$ cat src/rtl/core/fpse_pkg.sv
// Shared types and constants for the Fenwick prefix-sum engine.
// Holds request codes, field widths and the controller/datapath command and status structs.
// No dependencies.
package fpse_pkg;

	localparam int REQ_W   = 2;
	localparam int POS_W   = 10;
	localparam int DELTA_W = 16;
	localparam int SUM_W   = 32;

	localparam logic [REQ_W-1:0] REQ_QUERY = 2'd0;
	localparam logic [REQ_W-1:0] REQ_ADD   = 2'd1;
	localparam logic [REQ_W-1:0] REQ_CLEAR = 2'd2;

	typedef struct packed {
		logic load;
		logic walk;
		logic accum;
		logic wback;
		logic clr_wr;
		logic emit;
	} dp_cmd_t;

	typedef struct packed {
		logic walk_busy;
		logic clr_last;
	} dp_status_t;

endpackage

$ cat src/rtl/core/fpse_ctrl.sv
// Controller of the Fenwick prefix-sum engine: sequences the reset sweep,
// request decode, tree walks, clear sweeps and result hand-off.
// Depends on fpse_pkg.
module fpse_ctrl (
	input  logic                        clk,
	input  logic                        arst_n,
	input  logic                        req_valid,
	output logic                        req_stall,
	input  logic [fpse_pkg::REQ_W-1:0]  req_type,
	output logic                        rsp_valid,
	input  logic                        rsp_stall,
	output fpse_pkg::dp_cmd_t           cmd,
	input  fpse_pkg::dp_status_t        status
);
	import fpse_pkg::*;

	typedef enum logic [4:0] {
		ST_INIT  = 5'b00001,
		ST_IDLE  = 5'b00010,
		ST_WALK  = 5'b00100,
		ST_CLEAR = 5'b01000,
		ST_FIN   = 5'b10000
	} state_t;

	state_t           state_q;
	state_t           state_d;
	logic [REQ_W-1:0] kind_q;
	logic             out_valid_q;

	always_comb begin
		state_d = state_q;
		cmd     = '0;
		unique case (state_q)
			ST_INIT: begin
				cmd.clr_wr = 1'b1;
				if (status.clr_last) begin
					state_d = ST_IDLE;
				end
			end
			ST_IDLE: begin
				if (req_valid) begin
					cmd.load = 1'b1;
					unique case (req_type) inside
						REQ_QUERY, REQ_ADD: state_d = ST_WALK;
						REQ_CLEAR:          state_d = ST_CLEAR;
						default:            state_d = ST_FIN;
					endcase
				end
			end
			ST_WALK: begin
				cmd.walk  = 1'b1;
				cmd.accum = (kind_q == REQ_QUERY);
				cmd.wback = (kind_q == REQ_ADD);
				if (!status.walk_busy) begin
					state_d = ST_FIN;
				end
			end
			ST_CLEAR: begin
				cmd.clr_wr = 1'b1;
				if (status.clr_last) begin
					state_d = ST_FIN;
				end
			end
			ST_FIN: begin
				if (!out_valid_q || !rsp_stall) begin
					cmd.emit = 1'b1;
					state_d  = ST_IDLE;
				end
			end
			default: state_d = ST_INIT;
		endcase
	end

	always_ff @(posedge clk or negedge arst_n) begin
		if (!arst_n) begin
			state_q     <= ST_INIT;
			kind_q      <= REQ_QUERY;
			out_valid_q <= 1'b0;
		end else begin
			state_q <= state_d;
			if (cmd.load) begin
				kind_q <= req_type;
			end
			if (cmd.emit) begin
				out_valid_q <= 1'b1;
			end else if (!rsp_stall) begin
				out_valid_q <= 1'b0;
			end
		end
	end

	assign req_stall = (state_q != ST_IDLE);
	assign rsp_valid = out_valid_q;

endmodule

$ cat config.mk
export PLATFORM = sky130hd
export DESIGN_NAME = fpse_ctrl
export DESIGN_NICKNAME = d
export VERILOG_FILES = /design/src/rtl/core/fpse_pkg.sv /design/src/rtl/core/fpse_ctrl.sv
export SDC_FILE = /design/constraint.sdc
export NUM_CORES = 1
export LEC_CHECK = 0
export BUFFER_PORTS_ARGS = -buffer_cell sky130_fd_sc_hd__buf_2
export CAP_MARGIN = 25
export CORE_AREA = 2 2 39 41
export DETAILED_ROUTE_END_ITERATION = 12
export DIE_AREA = 0 0 41 43
export GPL_ROUTABILITY_DRIVEN = 0
export PLACE_DENSITY = 0.61
export SYNTH_ARGS = -nofsm -noshare
export SYNTH_HDL_FRONTEND = slang
export SYNTH_SLANG_ARGS = --single-unit
$ cat constraint.sdc
create_clock -name clk -period 2.4 [get_ports clk]
set_clock_uncertainty 0.15 [all_clocks]
set_input_delay 0 -clock clk [delete_from_list [all_inputs] [get_ports clk]]
set_output_delay 0 -clock clk [all_outputs]
set_load 0.01 [all_outputs]
==> run metrics, run 1 <==
MaxCap Viol Count=0; FFs w/ async S/R, synth=1.00; max frequency=0.462 GHz; final setup violation count=0; Core Area=1380 um2; NetSw=228 uW; CP Data Required Time=2.44 ns; CP bufs+invs=1; row count=14; yosys warns=0; drt pass-1 iters=4; io pins=16; vias in the first global route=463; CTS Hold Buffers Added=10; synth-to-layout area growth=36.8%; status=completed; WHS=0.0660 ns; Tcrit/Tclk final=0.902; relative slew slack=0.778; crit path DAT=2.21 ns; residual DRC count=0; crit end category=flip-flop; RSZ-0062 raised after global routing=false; Detail Placement HPWL=841 um; Min-Delay Path Depth=4; Initial Utilization=0.381; antenna violations before repair=0; die width=41 um; Final Net Count=88; sequential fraction of design power=0.394; sequential-to-total area share from yosys stat=0.382; critical path's slowest cell=dfstp_2; post-route total power=621 uW; worst path cell trace=xnor2_1 > nand2b_1 > nand4_2 > o32ai_1 > dlygate4sd3_1; Post-synth EDFFs=0; GR Overflow Total=0; count of different cell masters after synthesis=31; total track usage=0.159; most common cell after layout, fill and taps aside=buf_2; crit path max fanout=7; post-route setup TNS=0 ns; routed vias=480; ANT cells=0; die area=1760 um2; post-synthesis cell area=527 um2; Final Hold Viols=0; CTS tree=built; Combinational Power Share=0.421; Slew Viols, Final=0; minimum clock period=2.16 ns; CTS Buf Count=3; Cell Pwr Density=861 nW/um2; Top delay family on crit path=flip-flops; reg2reg path depth=5; predominant post-synthesis flop cell=dfrtp_1; Post-CTS Setup Bufs=0; Gate Count Post-Synth=53; Sw Ratio=0.368; Clock Latency Late Sink=0.26 ns; Leakage=0.000366 uW; WS Path Type=reg -> reg; Final ANT Viol Nets=0; Setup Slack @ Placement=0.809 ns; cts repair resizes=0; setup slack after layout=0.236 ns; first-pass GRT wire length=1860 um; clock buffer depth=2; root cell of the clock tree=clkbuf_4; PortBufs=15; Crit. path cell count=5; 1st-iter DRT viols=6; WL/cell=12.5 um; largest net degree at the start of global routing=10; syn nets=61; Critical Path Start Type=flip-flop; Total Wirelength=1180 um; Clk network pwr share=0.185; CTS sink count=8; maximum VDD drop=0.435 mV; Internal Power=392 uW; Die H=43 um; worst min-delay path class=in -> reg; Worst-Margin Slew=0.333 ns; most frequent cells in the layout=15 x buf_2, 10 x dlygate4sd3_1, 7 x dfrtp_1; H-tree levels=1; clock slew at reported path FFs=0.06 ns; Max stage delay on crit path=0.61 ns; DR vias/cell=5.05; share of layout cells above drive strength 1=0.367; post-synthesis area per instance=9.94 um2; Yosys reg bits=8
## layout make-up
cell class	count	area, um2
fill	133	663
multi-input combinational	39	287
sequential	8	201
timing repair buffer	25	175
clock buffer	4	26.3
tap	16	20.0
inverter	3	11.3
## power by group through the flow
stage | Clock [uW] | Combinational (uW) | Sequential, uW
6_report | 115 | 261 | 245
5_1_grt | 130 | 289 | 253
3_5_place_dp | 0 | 237 | 242
2_1_floorplan | 0 | 238 | 202
4_1_cts | 121 | 261 | 243
3_3_place_gp | 0 | 232 | 247
## worst min-delay path: stages
cell and delay [ns]:
buf_2 0.07, nand4b_1 0.15, nand4_2 0.14, o21ai_1 0.08
## stage by stage
step	area, um2	util	instances
finish	721	0.521	95
global route	721	0.521	95
CTS	721	0.521	95
detailed placement	594	0.429	81
global placement	594	0.429	81
floorplan	527	-	53
## state kept, by name, indices dropped and copies added, names as in the netlist
register and count:
state_q 5, kind_q 2, rsp_valid 1
## cells in the mapped netlist, drive strengths merged (3+ instances only)
cell type  n  area (um2)
nor2       4        25.0
inv        3        11.3
dfrtp      7         175
mux2       3        41.3
o21ai      4        20.0
buf        3        27.5
nand3b     3        22.5
nand2      6        30.0
## cells by family (layout without fill, tap and decap cells)
kind of cell | count (synthesis) | in the layout | share of synthesized area
compound gates | 7 | 7 | 0.0831
xor+xnor | 2 | 2 | 0.0333
buf+inv | 6 | 32 | 0.0736
flops | 8 | 8 | 0.382
mux | 3 | 3 | 0.0784
simple gates | 27 | 27 | 0.349
## metal layers
layer	wire, um	GRT usage	vias up
met5	0	0	-
met4	27	0.0600	0
met3	54	0.0471	4
met2	511	0.228	19
met1	591	0.217	215
li1	-	-	242
## worst paths after layout
check	startpoint	endpoint	slack, ns
max in group asynchronous	arst_n	state_q[3]$_DFFE_PN0P_	1.25
hold / removal	status[1]	state_q[1]$_DFFE_PN0P_	0.07
hold reg to reg	kind_q[1]$_DFFE_PN0P_	kind_q[1]$_DFFE_PN0P_	0.41
min in group asynchronous	arst_n	state_q[0]$_DFFE_PN1P_	0.09
setup / recovery	state_q[0]$_DFFE_PN1P_	state_q[3]$_DFFE_PN0P_	0.24
setup reg to reg	state_q[0]$_DFFE_PN1P_	state_q[3]$_DFFE_PN0P_	0.24
(Power assumes the default switching activity.)
==> run 2: changes to the inputs <==
--- a/config.mk
+++ b/config.mk
@@ -8,6 +8,7 @@
 export BUFFER_PORTS_ARGS = -buffer_cell sky130_fd_sc_hd__buf_2
 export CAP_MARGIN = 25
 export CORE_AREA = 2 2 39 41
+export CTS_BUF_LIST = sky130_fd_sc_hd__clkbuf_16
 export DETAILED_ROUTE_END_ITERATION = 12
 export DIE_AREA = 0 0 41 43
 export GPL_ROUTABILITY_DRIVEN = 0
==> run metrics, run 2 (same netlist as run 1, synthesis figures left out) <==
Clock Latency Late Sink=0.23 ns; NetSw=241 uW; Min-Delay Path Depth=3; Initial Utilization=0.381; clock buffer depth=2; Biggest register=state_q; H-tree levels=1; MaxCap Viol Count=0; Slew Viols, Final=0; status=completed; reg2reg path depth=5; Critical Path Start Type=flip-flop; total track usage=0.163; Final ANT Viol Nets=0; row count=14; Die H=43 um; Tcrit/Tclk final=0.896; CTS Buf Count=3; Detail Placement HPWL=841 um; die width=41 um; worst min-delay path class=in -> reg; Leakage=0.000384 uW; CP Data Required Time=2.42 ns; io pins=16; Combinational Power Share=0.317; drt pass-1 iters=4; WS Path Type=reg -> reg; synth-to-layout area growth=43.0%; Final Net Count=86; Total Wirelength=1180 um; vias in the first global route=459; largest net degree at the start of global routing=10; RSZ-0062 raised after global routing=false; most common cell after layout, fill and taps aside=buf_2; Clk network pwr share=0.366; CTS tree=built; Util after Layout=0.544; final setup violation count=0; Sw Ratio=0.312; relative slew slack=0.777; CTS sink count=8; sequential fraction of design power=0.316; ANT cells=0; maximum VDD drop=0.585 mV; crit path DAT=2.17 ns; clock slew at reported path FFs=0.04 ns; post-route setup TNS=0 ns; crit end category=flip-flop; Post-CTS Setup Bufs=0; most frequent cells in the layout=15 x buf_2, 8 x dlygate4sd3_1, 7 x dfrtp_1; routed vias=473; share of layout cells above drive strength 1=0.377; first-pass GRT wire length=1860 um; crit path max fanout=7; max frequency=0.465 GHz; die area=1760 um2; Worst-Margin Slew=0.334 ns; 1st-iter DRT viols=7; post-route total power=775 uW; max reg flops=5; DR vias/cell=5.09; GR Overflow Total=0; minimum clock period=2.15 ns; residual DRC count=0; PortBufs=15; Core Area=1380 um2; Internal Power=533 uW; # fillers=127; WL/cell=12.7 um; antenna violations before repair=0; Final Hold Viols=0; Cell Pwr Density=1030 nW/um2; root cell of the clock tree=clkbuf_16
## run 2: cell type report
class	instances	area, um2	share of cell area
Tap cell	16	20.0	0.0266
Clock inverter	1	3.75	0.00498
Inverter	3	11.3	0.0150
Timing Repair Buffer	23	155	0.206
Clock buffer	3	75.1	0.0997
Multi-Input combinational cell	39	287	0.380
Sequential cell	8	201	0.267
## run 2: metal layers
| metal | part of all wire | track usage |
|---|---|---|
| met1 | 0.48 | 0.214 |
| met2 | 0.46 | 0.234 |
| met3 | 0.048 | 0.0628 |
| met4 | 0.0059 | 0.0600 |
| met5 | 0 | 0 |
## run 2: path summary, 6_finish.rpt
kind	from	end	slack (ns)
worst max-delay path	state_q[0]$_DFFE_PN1P_	state_q[3]$_DFFE_PN0P_	0.25
worst min-delay path	rsp_stall	rsp_valid$_DFFE_PN0P_	0.02
worst max register to register	state_q[0]$_DFFE_PN1P_	state_q[3]$_DFFE_PN0P_	0.25
worst min register to register	kind_q[0]$_DFFE_PN0P_	kind_q[0]$_DFFE_PN0P_	0.39
max in group asynchronous	arst_n	state_q[3]$_DFFE_PN0P_	1.22
min in group asynchronous	arst_n	state_q[0]$_DFFE_PN1P_	0.12
## run 2: worst max-delay path, stage by stage (launching register included)
cell	delay, ns
dfstp_2	0.60
xnor2_1	0.16
nand2b_1	0.15
nand4_2	0.14
o32ai_1	0.29
dlygate4sd3_1	0.59
## run 2: power groups by stage
stage | Combinational (uW) | Sequential (uW) | Clock (uW)
6_report | 246 | 245 | 284
5_1_grt | 273 | 254 | 303
4_1_cts | 247 | 244 | 289
3_5_place_dp | 237 | 242 | 0
3_3_place_gp | 232 | 247 | 0
2_1_floorplan | 238 | 202 | 0
## run 2: per-stage QoR
step                      hold WS (ns)  area (um2)  cells  setup WS [ns]
after global placement          -0.296         594     81          0.793
final                           0.0182         753     93          0.249
after detailed placement        -0.292         594     81          0.809
after CTS                       0.0256         753     93          0.279
after floorplan                 -0.446         527     53          0.918
after global routing            0.0489         753     93          0.169
## run 2: repair_timing
| action | in CTS | in global routing |
|---|---|---|
| endpoints found under the hold margin | 13 | 0 |
| gates resized for setup | 0 | 0 |
| hold buffers | 8 | 0 |
==> run 3: changes to the inputs <==
--- a/config.mk
+++ b/config.mk
@@ -12,6 +12,7 @@
 export DETAILED_ROUTE_END_ITERATION = 12
 export DIE_AREA = 0 0 41 43
 export GPL_ROUTABILITY_DRIVEN = 0
+export GPL_TIMING_DRIVEN = 0
 export PLACE_DENSITY = 0.61
 export SYNTH_ARGS = -nofsm -noshare
 export SYNTH_HDL_FRONTEND = slang
==> run metrics, run 3 (same netlist as run 1, synthesis figures left out) <==
WL/cell=12.8 um; worst min-delay path class=in -> reg; Final ANT Viol Nets=0; Detail Placement HPWL=854 um; WS Path Type=reg -> reg; max reg flops=5; crit path DAT=2.16 ns; root cell of the clock tree=clkbuf_16; Tcrit/Tclk final=0.893; Clock Latency Late Sink=0.23 ns; share of layout cells above drive strength 1=0.405; Slew Viols, Final=0; Cell Pwr Density=1040 nW/um2; Setup Slack @ Placement=0.782 ns; met3 routed WL=40 um; setup slack after layout=0.257 ns; Post-CTS Setup Bufs=0; Placement Cell Area=622 um2; MaxCap Viol Count=0; RSZ-0062 raised after global routing=false; drt pass-1 iters=4; Total Wirelength=1220 um; crit end category=flip-flop; most frequent cells in the layout=16 x buf_2, 7 x dlygate4sd3_1, 7 x dfrtp_1; Met2 Wirelength=596 um; CTS Buf Count=3; minimum clock period=2.14 ns; residual DRC count=0; Core Area=1380 um2; io pins=16; worst reg2reg setup slack=0.26 ns; CP Data Required Time=2.42 ns; H-tree levels=1; Worst-Margin Slew=0.333 ns; CTS Hold Buffers Added=7; total track usage=0.166; clock slew at reported path FFs=0.04 ns; row count=14; post-route setup TNS=0 ns; cts repair resizes=0; Biggest register=state_q; die area=1760 um2; 1st-iter DRT viols=10; vias in the first global route=475; Final Cell Area=771 um2; ANT cells=0; CTS tree=built; final setup violation count=0; WHS=0.0324 ns; Final Net Count=88; die width=41 um; routed vias=472; post-route total power=803 uW; first-pass GRT wire length=1880 um; DR top layer=met4; Leakage=0.000397 uW; maximum VDD drop=0.341 mV; Final Hold Viols=0; antenna violations before repair=0; Die H=43 um; Critical Path Start Type=flip-flop; PortBufs=15; Initial Utilization=0.381; clock buffer depth=2; max frequency=0.467 GHz; synth-to-layout area growth=46.3%; crit path max fanout=7; DR vias/cell=4.97; CTS sink count=8; largest net degree at the start of global routing=10; relative slew slack=0.777; status=completed; GR Overflow Total=0; most common cell after layout, fill and taps aside=buf_2; wire length on met1=561 um
==> run 3: cell types whose count changed in the layout (fill, tap and decap cells not counted), sizes merged <==
cell	before	now
buf	15	18
dlygate4sd3	8	7
==> run 3: path summary, 6_finish.rpt <==
| path | start | to | depth (start not counted) |
|---|---|---|---|
| setup / recovery | state_q[0]$_DFFE_PN1P_ | state_q[3]$_DFFE_PN0P_ | 6 |
| hold / removal | rsp_stall | rsp_valid$_DFFE_PN0P_ | 3 |
| setup reg to reg | state_q[0]$_DFFE_PN1P_ | state_q[3]$_DFFE_PN0P_ | 6 |
| hold reg to reg | kind_q[1]$_DFFE_PN0P_ | kind_q[1]$_DFFE_PN0P_ | 1 |
| max in group asynchronous | arst_n | rsp_valid$_DFFE_PN0P_ | 3 |
| min in group asynchronous | arst_n | state_q[0]$_DFFE_PN1P_ | 2 |
==> run 3: critical path, stage by stage, from the launching register on <==
cell,delay (ns)
dfstp_2,0.52
buf_6,0.12
xnor2_1,0.13
nand2b_1,0.14
nand4_2,0.13
o32ai_1,0.30
dlygate4sd3_1,0.58
==> run 3: layer usage <==
layer / GRT usage / up-vias
met4: 0.140 / 0
met2: 0.247 / 14
met1: 0.201 / 218
li1: - / 238
met3: 0.0157 / 2
met5: 0 / -
==> run 3: layout make-up <==
cell class / instances / area (um2)
Fill cell: 133 / 613
Timing Repair Buffer: 22 / 145
Tap cell: 16 / 20.0
Sequential cell: 8 / 201
Inverter: 3 / 11.3
Buffer: 3 / 27.5
Clock inverter: 1 / 3.75
Clock buffer: 3 / 75.1
Multi-Input combinational cell: 39 / 287
==> run 3: power by group <==
group / total (uW) / leakage, uW / internal (uW) / switching [uW]
registers: 211 / 0.000103 / 181 / 30.3
logic: 311 / 0.000252 / 158 / 154
clock network: 281 / 0.0000423 / 217 / 64.2
total: 803 / 0.000397 / 555 / 248
==> run 3: per-stage QoR <==
stage | util | instances
final | 0.557 | 95
after global routing | 0.557 | 95
after CTS | 0.557 | 95
after detailed placement | 0.449 | 84
after global placement | 0.449 | 84
after floorplan | - | 53
